==> config.mk <==
export PLATFORM = sky130hd
export DESIGN_NAME = size_class_fit_allocator
export DESIGN_NICKNAME = d
export VERILOG_FILES = /design/src/sv/sfa_pkg.sv /design/src/sv/sfa_cell.sv /design/src/sv/size_class_fit_allocator.sv
export VERILOG_INCLUDE_DIRS = /design/src /design/src/sv
export SDC_FILE = /design/constraint.sdc
export NUM_CORES = 2
export LEC_CHECK = 0
export BUFFER_PORTS_ARGS = -buffer_cell sky130_fd_sc_hd__buf_2
export CORE_MARGIN = 2
export CORE_UTILIZATION = 59
export CTS_CLUSTER_DIAMETER = 50
export DETAILED_ROUTE_END_ITERATION = 8
export GPL_TIMING_DRIVEN = 0
export PLACE_DENSITY = 0.82
export SYNTH_ARGS = -nofsm -noshare
export SYNTH_HDL_FRONTEND = slang
export SYNTH_SLANG_ARGS = --single-unit
export TNS_END_PERCENT = 5
==> constraint.sdc <==
create_clock -name clock -period 5.1 [get_ports clock]
set_input_delay 0.255 -clock clock [delete_from_list [all_inputs] [get_ports clock]]
set_output_delay 0.255 -clock clock [all_outputs]
set_load 0.02 [all_outputs]
==> src/sv/size_class_fit_allocator_defines.svh <==
// ---------------------------------------------------------------------------
// size_class_fit_allocator_defines.svh
// Assertion macros shared by the allocator files.
// ---------------------------------------------------------------------------
`ifndef SIZE_CLASS_FIT_ALLOCATOR_DEFINES_SVH
`define SIZE_CLASS_FIT_ALLOCATOR_DEFINES_SVH

// Check that cons holds in the same cycle as ante.
`define SFA_ASSERT_SAME(label, clk, rst, ante, cons) \
   label: assert property (@(posedge clk) disable iff (rst) (ante) |-> (cons)) \
      else $error("assertion failed");

// Check that cons holds in the cycle after ante.
`define SFA_ASSERT_NEXT(label, clk, rst, ante, cons) \
   label: assert property (@(posedge clk) disable iff (rst) (ante) |=> (cons)) \
      else $error("assertion failed");

// Check that expr holds in every cycle out of reset.
`define SFA_ASSERT_ALWAYS(label, clk, rst, expr) \
   label: assert property (@(posedge clk) disable iff (rst) (expr)) \
      else $error("assertion failed");

`endif

==> src/sv/sfa_pkg.sv <==
// ---------------------------------------------------------------------------
// sfa_pkg
// Types and constants of the size class fit allocator.
// ---------------------------------------------------------------------------
package sfa_pkg;

   localparam int MAX_CLASSES = 16;
   localparam int SIZE_W      = 32;
   localparam int COUNT_W     = 16;
   localparam int STATUS_W    = 2;

   typedef enum logic [STATUS_W-1:0] {
      ST_GRANTED = 2'd0,
      ST_REFUSED = 2'd1,
      ST_LOADED  = 2'd2,
      ST_FULL    = 2'd3
   } status_type;

   typedef enum logic {
      OP_LOAD    = 1'b0,
      OP_REQUEST = 1'b1
   } op_type;

   // One table entry as held in a cell and shifted to its neighbor.
   typedef struct packed {
      logic               valid;
      logic [SIZE_W-1:0]  size;
      logic [COUNT_W-1:0] free;
   } entry_type;

   // Command broadcast to every cell.
   typedef struct packed {
      logic               load;
      logic               request;
      logic [SIZE_W-1:0]  new_size;
      logic [COUNT_W-1:0] new_free;
      logic [SIZE_W-1:0]  req_size;
   } cell_ctrl_type;

   // Search result handed down the row.
   typedef struct packed {
      logic              found;
      logic [SIZE_W-1:0] hit_size;
   } link_type;

endpackage

==> src/sv/sfa_cell.sv <==
// ---------------------------------------------------------------------------
// sfa_cell
// One slot of the sorted class row: holds one entry, shifts on insert.
// ---------------------------------------------------------------------------
module sfa_cell (
   input  logic                  clock,
   input  logic                  reset,
   input  sfa_pkg::cell_ctrl_type ctrl,
   input  sfa_pkg::entry_type    prev_entry,
   input  logic                  prev_gt,
   input  sfa_pkg::link_type     link_in,
   output sfa_pkg::entry_type    entry,
   output logic                  gt,
   output sfa_pkg::link_type     link_out
);
   import sfa_pkg::*;

   logic               valid_ff, valid_in;
   logic [SIZE_W-1:0]  size_ff, size_in;
   logic [COUNT_W-1:0] free_ff, free_in;
   logic               match;
   logic               hit;

   // Empty slots count as larger than anything so inserts land at the tail.
   assign gt    = !valid_ff || (size_ff > ctrl.new_size);
   assign match = valid_ff && (free_ff != '0) && (size_ff >= ctrl.req_size);
   assign hit   = match && !link_in.found;

   assign link_out.found    = link_in.found || match;
   assign link_out.hit_size = hit ? size_ff : link_in.hit_size;

   assign entry.valid = valid_ff;
   assign entry.size  = size_ff;
   assign entry.free  = free_ff;

   always_comb begin
      valid_in = valid_ff;
      size_in  = size_ff;
      free_in  = free_ff;
      if (ctrl.load && gt) begin
         // shift the left neighbor in, or take the new class here
         if (prev_gt) begin
            valid_in = prev_entry.valid;
            size_in  = prev_entry.size;
            free_in  = prev_entry.free;
         end else begin
            valid_in = 1'b1;
            size_in  = ctrl.new_size;
            free_in  = ctrl.new_free;
         end
      end else if (ctrl.request && hit) begin
         free_in = free_ff - COUNT_W'(1);
      end
   end

   always_ff @(posedge clock) begin
      if (reset) begin
         valid_ff <= 1'b0;
      end else begin
         valid_ff <= valid_in;
      end
      size_ff <= size_in;
      free_ff <= free_in;
   end

endmodule

==> src/sv/size_class_fit_allocator.sv <==
// ---------------------------------------------------------------------------
// size_class_fit_allocator
// Best-fit allocator over a table of size classes kept as a sorted cell row.
// ---------------------------------------------------------------------------
// Usage:
//   req_* carries one word per item: operation 0 loads a class (class_size,
//   class_count), operation 1 asks for a block of request_size. rsp_* returns
//   exactly one word per item: status and granted_size.
//   Classes sit in a row of cells sorted by size, equal sizes in load order,
//   so the first cell with a free block and a large enough size is the best
//   fit. Loads insert by shifting larger entries one cell to the right.
//   An accepted word waits in the holding register until the output
//   register is free or draining; the cell row then processes it and the
//   response is registered. The holding register takes a new word only
//   after the cell row has processed the last one.
//   Reset clears the valid bit of every cell at once; no sweep.
//   When rsp_ready is low the response holds in its output register, one
//   more word may be accepted and waits in the holding register, and then
//   req_ready stays low until the response is taken.
// ---------------------------------------------------------------------------
`include "size_class_fit_allocator_defines.svh"

module size_class_fit_allocator (
   input  logic                          clock,
   input  logic                          reset,
   input  logic                          req_valid,
   output logic                          req_ready,
   input  logic                          req_operation,
   input  logic [sfa_pkg::SIZE_W-1:0]    req_class_size,
   input  logic [sfa_pkg::COUNT_W-1:0]   req_class_count,
   input  logic [sfa_pkg::SIZE_W-1:0]    req_request_size,
   output logic                          rsp_valid,
   input  logic                          rsp_ready,
   output logic [sfa_pkg::STATUS_W-1:0]  rsp_status,
   output logic [sfa_pkg::SIZE_W-1:0]    rsp_granted_size
);
   import sfa_pkg::*;

   localparam logic [MAX_CLASSES-1:0] ONE_VEC = MAX_CLASSES'(1);

   // holding register for the accepted word
   logic               busy_ff, busy_in;
   op_type             op_ff, op_in;
   logic [SIZE_W-1:0]  csize_ff, csize_in;
   logic [COUNT_W-1:0] ccount_ff, ccount_in;
   logic [SIZE_W-1:0]  rsize_ff, rsize_in;

   // response output register
   logic               rsp_valid_ff, rsp_valid_in;
   status_type         rsp_status_ff, rsp_status_in;
   logic [SIZE_W-1:0]  rsp_size_ff, rsp_size_in;

   logic               accept;
   logic               exec;
   logic               full;
   cell_ctrl_type      ctrl;

   entry_type          entry_vec [MAX_CLASSES];
   logic [MAX_CLASSES-1:0] gt_vec;
   logic [MAX_CLASSES-1:0] valid_vec;
   link_type           link_vec  [MAX_CLASSES];

   assign req_ready = !busy_ff;
   assign accept    = req_valid && req_ready;
   // process the held word once the output register is free or draining
   assign exec      = busy_ff && (!rsp_valid_ff || rsp_ready);
   // table is full once the last cell holds a class
   assign full      = entry_vec[MAX_CLASSES-1].valid;

   assign ctrl.load     = exec && (op_ff == OP_LOAD) && !full;
   assign ctrl.request  = exec && (op_ff == OP_REQUEST);
   assign ctrl.new_size = csize_ff;
   assign ctrl.new_free = ccount_ff;
   assign ctrl.req_size = rsize_ff;

   // Cell row: entries shift right on insert, search result flows right.
   for (genvar i = 0; i < MAX_CLASSES; i++) begin : g_cell
      entry_type prev_entry;
      logic      prev_gt;
      link_type  link_in;

      if (i == 0) begin : g_head
         assign prev_entry = '0;
         assign prev_gt    = 1'b0;
         assign link_in    = '0;
      end else begin : g_body
         assign prev_entry = entry_vec[i-1];
         assign prev_gt    = gt_vec[i-1];
         assign link_in    = link_vec[i-1];
      end

      sfa_cell u_cell (
         .clock      (clock),
         .reset      (reset),
         .ctrl       (ctrl),
         .prev_entry (prev_entry),
         .prev_gt    (prev_gt),
         .link_in    (link_in),
         .entry      (entry_vec[i]),
         .gt         (gt_vec[i]),
         .link_out   (link_vec[i])
      );

      assign valid_vec[i] = entry_vec[i].valid;
   end

   always_comb begin
      busy_in       = busy_ff;
      op_in         = op_ff;
      csize_in      = csize_ff;
      ccount_in     = ccount_ff;
      rsize_in      = rsize_ff;
      rsp_valid_in  = rsp_valid_ff;
      rsp_status_in = rsp_status_ff;
      rsp_size_in   = rsp_size_ff;

      // drop the response once it is taken
      if (rsp_valid_ff && rsp_ready) begin
         rsp_valid_in = 1'b0;
      end

      if (accept) begin
         busy_in   = 1'b1;
         op_in     = op_type'(req_operation);
         csize_in  = req_class_size;
         ccount_in = req_class_count;
         rsize_in  = req_request_size;
      end else if (exec) begin
         busy_in      = 1'b0;
         rsp_valid_in = 1'b1;
         rsp_size_in  = '0;
         case (op_ff)
            OP_LOAD: begin
               rsp_status_in = full ? ST_FULL : ST_LOADED;
            end
            OP_REQUEST: begin
               if (link_vec[MAX_CLASSES-1].found) begin
                  rsp_status_in = ST_GRANTED;
                  rsp_size_in   = link_vec[MAX_CLASSES-1].hit_size;
               end else begin
                  rsp_status_in = ST_REFUSED;
               end
            end
            default: begin
               rsp_status_in = ST_REFUSED;
            end
         endcase
      end
   end

   always_ff @(posedge clock) begin
      if (reset) begin
         busy_ff      <= 1'b0;
         rsp_valid_ff <= 1'b0;
      end else begin
         busy_ff      <= busy_in;
         rsp_valid_ff <= rsp_valid_in;
      end
      op_ff         <= op_in;
      csize_ff      <= csize_in;
      ccount_ff     <= ccount_in;
      rsize_ff      <= rsize_in;
      rsp_status_ff <= rsp_status_in;
      rsp_size_ff   <= rsp_size_in;
   end

   assign rsp_valid        = rsp_valid_ff;
   assign rsp_status       = rsp_status_ff;
   assign rsp_granted_size = rsp_size_ff;

   // an executed word always produces a response in the next cycle
   `SFA_ASSERT_NEXT(a_exec_resp, clock, reset, exec, rsp_valid_ff)
   // loaded classes always fill the row from the head
   `SFA_ASSERT_ALWAYS(a_row_packed, clock, reset, (valid_vec & (valid_vec + ONE_VEC)) == '0)
   // an accepted insert always finds the last cell empty, so nothing is pushed off the row
   `SFA_ASSERT_SAME(a_insert_lands, clock, reset, ctrl.load, gt_vec[MAX_CLASSES-1])
   // only a grant carries a nonzero size
   `SFA_ASSERT_SAME(a_size_zero, clock, reset,
      rsp_valid_ff && (rsp_status_ff != ST_GRANTED), rsp_size_ff == '0)

endmodule

### Word-level counts from Yosys, hierarchy flattened

Index checks and enable logic that the tools add are counted.

* bits in registers: 901
* output and inout bits: 36
* logic and storage cells: 392

* add/sub/neg operators: 16
* magnitude comparators: 32
* mux-type cells: 101
* bitwise gates (word level): 2
* reduce and logical (&&, ||, !) cells: 185

Operators by type and width (number)
* $mux W32: 31
* $mux W16: 47
* $ge A32 B32 Y1: 16
* $gt A32 B32 Y1: 16
* $reduce_bool A16 Y1: 16
* $sub A16 B1 Y16 const B: 16
* $logic_and A1 B1 Y1: 85
* $reduce_bool A2 Y1: 17
* $logic_not A1 Y1: 33
* $logic_or A1 B1 Y1: 32
* $mux W1: 22
* $pmux W2 S2: 1
* $reduce_and A2 Y1: 2
* $not A1 Y1: 2

### Logic depth before layout (Yosys ltp)

* depth after elaboration: 22
* depth in mapped cells: 17
* mapped depth without buffers: 13

### Modules after synthesis

A second synthesis with hierarchy kept.

* cells, all modules: 7832
* area total of the unflattened synthesis: 78470.3 um2

By module, submodules not included
* sfa_cell: instances 16, cells each 479, area an instance 4665.7 um2
* size_class_fit_allocator: instances 1, cells each 168, area an instance 3818.7 um2

### Worst setup path before layout

Ideal clock, no wire load.

* kind: flip-flop to flip-flop
* from: reg rsize_ff[21]
* to: reg g_cell[8].u_cell.free_ff[0] (enable)
* setup time: 0.435 ns
* arrival time: 4.859 ns
* data required time: 4.665 ns
* path slack: -0.195 ns
* cell stages (with the launch flop): 12
* path buffers: 1
* cell sequence: edfxtp_1 inv_1 ha_1 a211oi_1 nor2_1 or4_1 a221oi_1 o21ai_0 a2111oi_2 buf_2 nand2_1 o41ai_1

* cells in the longest elaborated chain, start to end: 13
* elaborated cells between the ends (all ways): 29
* those cells by class: order compare (9); reduce/logical (20)

RTL lines
* start: declaration: RTL line size_class_fit_allocator.sv:46 `logic [SIZE_W-1:0] rsize_ff, rsize_in;`
* start signal: assignment: RTL line size_class_fit_allocator.sv:162 `rsize_ff <= rsize_in;`
* $ge A32 B32 Y1: RTL line sfa_cell.sv:26 `assign match = valid_ff && (free_ff != '0) && (size_ff >= ctrl.req_size);`
* $logic_and A1 B1 Y1: RTL line sfa_cell.sv:26
* $logic_or A1 B1 Y1 (7 in a row): RTL line sfa_cell.sv:29 `assign link_out.found = link_in.found || match;`
* $logic_not A1 Y1: RTL line sfa_cell.sv:27 `assign hit = match && !link_in.found;`
* $logic_and A1 B1 Y1 (*): RTL line sfa_cell.sv:27
* $logic_and A1 B1 Y1 (*): RTL line sfa_cell.sv:51 `end else if (ctrl.request && hit) begin`
* $reduce_bool A2 Y1 (no source line) (*)
* end signal: assignment: RTL line sfa_cell.sv:63 `free_ff <= free_in;`
* end: declaration: RTL line sfa_cell.sv:20 `logic [COUNT_W-1:0] free_ff, free_in;`

Every way passes the cells marked *; elsewhere a longest branch is shown, timed or not.
A chain may end at the register's enable or synchronous reset.

### Final worst setup path

* from: reg rsize_ff[20]
* to: reg rsp_size_ff[7], in the netlist rsp_granted_size[7], data pin

* cells in the longest elaborated chain, start to end: 19
* elaborated cells between the ends (all ways): 94
* those cells by class: order compare (16); mux (16); reduce/logical (62)

RTL lines
* $ge A32 B32 Y1: RTL line sfa_cell.sv:26
* $logic_and A1 B1 Y1: RTL line sfa_cell.sv:26
* $logic_not A1 Y1 or $logic_or A1 B1 Y1 (tied branches): RTL line sfa_cell.sv:27, sfa_cell.sv:29
* $logic_and A1 B1 Y1, or another cell as far along: RTL line sfa_cell.sv:27
* $mux W32, or another cell as far along (13 in a row): RTL line sfa_cell.sv:30 `assign link_out.hit_size = hit ? size_ff : link_in.hit_size;`
* $mux W32 or $logic_and A1 B1 Y1 (tied branches): RTL line sfa_cell.sv:30, sfa_cell.sv:27
* $mux W32: RTL line sfa_cell.sv:30
* end signal: assignment: RTL line size_class_fit_allocator.sv:164 `rsp_size_ff <= rsp_size_in;`
* end: declaration: RTL line size_class_fit_allocator.sv:51 `logic [SIZE_W-1:0] rsp_size_ff, rsp_size_in;`

Parallel ways exist; a longest one is shown, timed or not.

==> results.txt <==
- Result of the run: complete, but fails checks
* Violations in the final reports: negative setup slack
- Post-place instance area: slightly above 70000 sq um
- Final period util: 104.5%
* Final critical-path setup slack: -230.6 ps
- CTS built an H-tree with a depth of 4.
* Chip height: 343.5 um
- Total count of hold-check failures in the final report: 0
- PwrDens: 274.0 nW/um^2
- In the final layout, the multi-input gates occupy 39830 sq um.
* First-pass GRT wire length: 369700 um
* Gate family responsible for the most delay along the worst path: compound AO/OA/AOI/OAI gates
- Starting DRC count in detailed routing: 7850
- Share of post-route cells with drive strength above 1: 12.38%
- Setup violations remaining at the end of the flow were counted as 91.
- The count of nets left with antenna violations once routing finished came out at 0.
* HPWL after detailed placement: 193200 um
- Startpoint-to-endpoint class of the critical path: register to register
- Synthesis instantiated approximately 100 different standard cells from the library.
- Max-capacitance violation count: 0
- At the worst endpoint, the required time is 5620 ps.
* FMAX: 187.6 MHz
* Pin count of the biggest net entering global routing: 42
* Core region area: 114300 sq um
* Area taken by flip-flops and latches: 26880 sq um
- The mapped netlist covers 67990 sq um.
- Clock-pin slew was measured on the worst setup and hold paths at 60 ps.
- Slew of the pin with the lowest slew margin: 1453 ps
- In the final routed layout, each cell accounts on average for approximately 29 um.
- Vias in the first global route: 57880
* Headroom to the max-slew limit: roughly 3.1%
* Routed wire length: 258600 um
* Buffers & Inverters on Critical Path: 4
- Port-buffer cells: between 100 and 150
- The library cells used most frequently in the layout, excluding fill and tap cells, are ha_1, edfxtp_1, nand2_1, o21ai_0, a21oi_1.
- Clock skew on the completed layout was measured at 32.34 ps.
* Clock period minus worst slack: 5331 ps
- RSZ-0062 raised after global routing: yes
- 1st-pass router iterations: 9
- Counting flops with a built-in enable in the synthesized netlist gives 883.
* Die W: 343.5 um
- Aggregate negative setup slack: -6148 ps
* I/O pin count: 121
- The area growth from synthesis to layout is 15.97%.
- Portion of synthesized cell area occupied by the leading cell type: 39.00%
- Most frequent standard cell in the layout excluding fill and tap cells: ha_1
- The layout has 8502 filler cells.
- Final hold analysis gives a worst-case slack of 171.0 ps.
* CTS tree: done
- GRT Util Overall: 43.01%
- The worst setup path is launched from a register.
- The die covers 118000 sq um.
* Worst setup path start: rsize_ff[20]
- Counting every net in the synthesized netlist gives slightly below 8000.
- The initial antenna violation count was 8.
* Mean instance size in the synthesized netlist: 10.08 sq um
* CP max-delay cell: o31ai_2
- GR Overflow Total: 0
* #FFs+latches synth: 901
- Critical path endpoint category: register
* Effective utilization at floorplan: 59.46%
- The path class of the tightest hold or removal check is primary input to register.
- For this run, the leading register cell type out of synthesis is edfxtp_1.
- Stage delay of the slowest cell on the critical path: 590 ps
* Highest net fanout along the worst path: 10
- Portion of the post-synthesis area used by sequential elements: 39.53%
* Row count: 124
- Clk sinks: 901
* Buffer cell driving the clock tree root: clkbuf_16
- Traced cell by cell, the critical path runs through clkinvlp_4 -> buf_4 -> buf_4 -> ha_1 -> nand4_1 -> or2_2 -> a211oi_1 -> o31a_1 -> o2111ai_2 -> and2_2 -> nand2_1 -> clkbuf_2 -> o21ai_0 -> o31ai_2 -> o2111ai_1 -> o31a_1.
* Asr flop ratio synth: 0%
- Clock network latency to the later pin of the worst-skew pair: 790 ps
* Worst hold start: req_request_size[2]
- In the post-synthesis netlist, the biggest area contributors are edfxtp_1, ha_1, mux2i_1.
* CTS buffer count: 132
- Peak VDD IR: about 440 uV
- The number of max-slew violations in the final report is 0.
- Origin of the critical flop-to-flop path: rsize_ff[20]
* Final design area excluding fillers: just under 80000 sq um
- Total via count in the routed design: 60140
- In the routed layout, each cell is associated on average with a via count of 6.787.
- Counting along the longest clock path gives a buffer depth of 3.
- For this run, design rule violations remaining after detail routing come to 0.
- Worst slack at placement: -2450 ps
* Synth Instances: 6745
- For this run, the number of Yosys warnings is 0.
* Gpl congestion: between 1 and 1.5
- Summed over all cells, the static leakage comes to 33.84 nW.
* Arrival time of data at the critical path endpoint: roughly 5900 ps
- Of all cell types, the one taking the most synthesized area is edfxtp_1.
* Final layout net count: about 8300
cells in the mapped netlist (10+ instances only):
| library cell | instances |
|---|---|
| or3_1 | 31 |
| buf_1 | 29 |
| o2111ai_1 | 26 |
| a31oi_1 | 17 |
| a221oi_1 | 33 |
| and3_1 | 45 |
| mux2_2 | 81 |
| a21o_1 | 214 |
| nand4_1 | 169 |
| nand2b_1 | 30 |
| xnor2_1 | 112 |
| nand3_1 | 120 |
| mux2i_1 | 339 |
| dfxtp_1 | 18 |
| o221ai_1 | 40 |
| or2_2 | 12 |
| o21a_1 | 64 |
| nor3_1 | 91 |
| nor2b_1 | 51 |
| a211oi_1 | 55 |
| a41oi_1 | 13 |
| o21ai_1 | 16 |
| nand2_1 | 743 |
| ha_1 | 1008 |
| nor4_1 | 62 |
| o31a_1 | 23 |
| o211ai_1 | 50 |
| o31ai_1 | 32 |
| edfxtp_1 | 883 |
| a222oi_1 | 10 |
| buf_2 | 28 |
| inv_1 | 235 |
| o32ai_1 | 14 |
| o22ai_1 | 30 |
| xor2_1 | 95 |
| nor2_1 | 364 |
| o21bai_1 | 15 |
| a22o_1 | 10 |
| clkbuf_1 | 232 |
| or4_1 | 26 |
| o21ai_0 | 634 |
| and4_1 | 23 |
| a22oi_1 | 51 |
| and2_1 | 15 |
| a21oi_1 | 398 |
per-stage QoR:
stage               utilization [%]  total power, mW  cells
floorplan                         -            10.75   6745
global placement              61.64            11.71   8376
detailed placement            62.09            11.86   8400
CTS                           68.59            21.38   8849
global route                  68.95            22.13   8861
finish                        68.95            21.60   8861
sequential cells by signal, indices dropped and copies added, names as in the netlist:
register and cells:
busy_ff 1, ccount_ff 16, csize_ff 32, g_cell.u_cell.free_ff 256, g_cell.u_cell.size_ff 512, g_cell.u_cell.valid_ff 16
op_ff 1, rsize_ff 32, rsp_granted_size 32, rsp_status 2, rsp_valid 1
final timing paths:
path | endpoint | slack (ps) | depth (start not counted)
setup / recovery | rsp_granted_size[7] | -230 | 16
hold / removal | rsize_ff[2] | 170 | 2
setup reg to reg | rsp_granted_size[7] | -230 | 16
hold reg to reg | rsp_valid | 500 | 2
area by class of cell:
cell class | instances | area share, %
Antenna cell | 1 | 0.003174
Buffer | 293 | 1.865
Clock inverter | 77 | 1.090
Timing Repair inverter | 3 | 0.02856
Inverter | 238 | 1.295
Tap cell | 1512 | 2.399
Clock buffer | 159 | 4.507
Timing Repair Buffer | 370 | 4.205
Sequential cell | 901 | 34.09
Multi-Input combinational cell | 5307 | 50.52
power by group:
group	switching (mW)	leakage (nW)	total [mW]	internal (mW)
Combinational	2.02	23.4	3.27	1.25
Sequential	0.403	8.27	8.92	8.52
Clock	3.70	2.12	9.41	5.71
per-layer routing:
| metal | global-route usage, % | vias up | share of wire [%] |
|---|---|---|---|
| met5 | 0 | - | 0.0050 |
| met1 | 53.76 | 28490 | 36 |
| met2 | 65.55 | 3905 | 43 |
| met4 | 31.60 | 2 | 8.5 |
| li1 | - | 26800 | - |
| met3 | 9.671 | 952 | 12 |
cells by family (layout without fill, tap and decap cells):
| kind of cell | count (synthesis) | in the layout | synth area share (%) |
|---|---|---|---|
| DFF | 901 | 901 | 39.53 |
| xor gates and xnor gates | 207 | 207 | 2.667 |
| other | 0 | 1 | 0 |
| muxes | 420 | 420 | 6.332 |
| buffers and inverters | 537 | 1140 | 3.099 |
| and+or+nand+nor | 1842 | 1842 | 12.91 |
| AOI/OAI and AO/OA | 1830 | 1830 | 16.91 |
| adders and majority gates | 1008 | 1008 | 18.55 |
what timing repair did:
item / CTS / global route
endpoints found under the hold margin: 90 / 0
pin swaps: 8 / 8
hold buffers: 83 / 0
setup endpoints to repair: 1445 / 597
gates cloned: 3 / 0
setup buffers: 131 / 12
resized for setup: 238 / 94
Power figures use the tool's default switching activity.
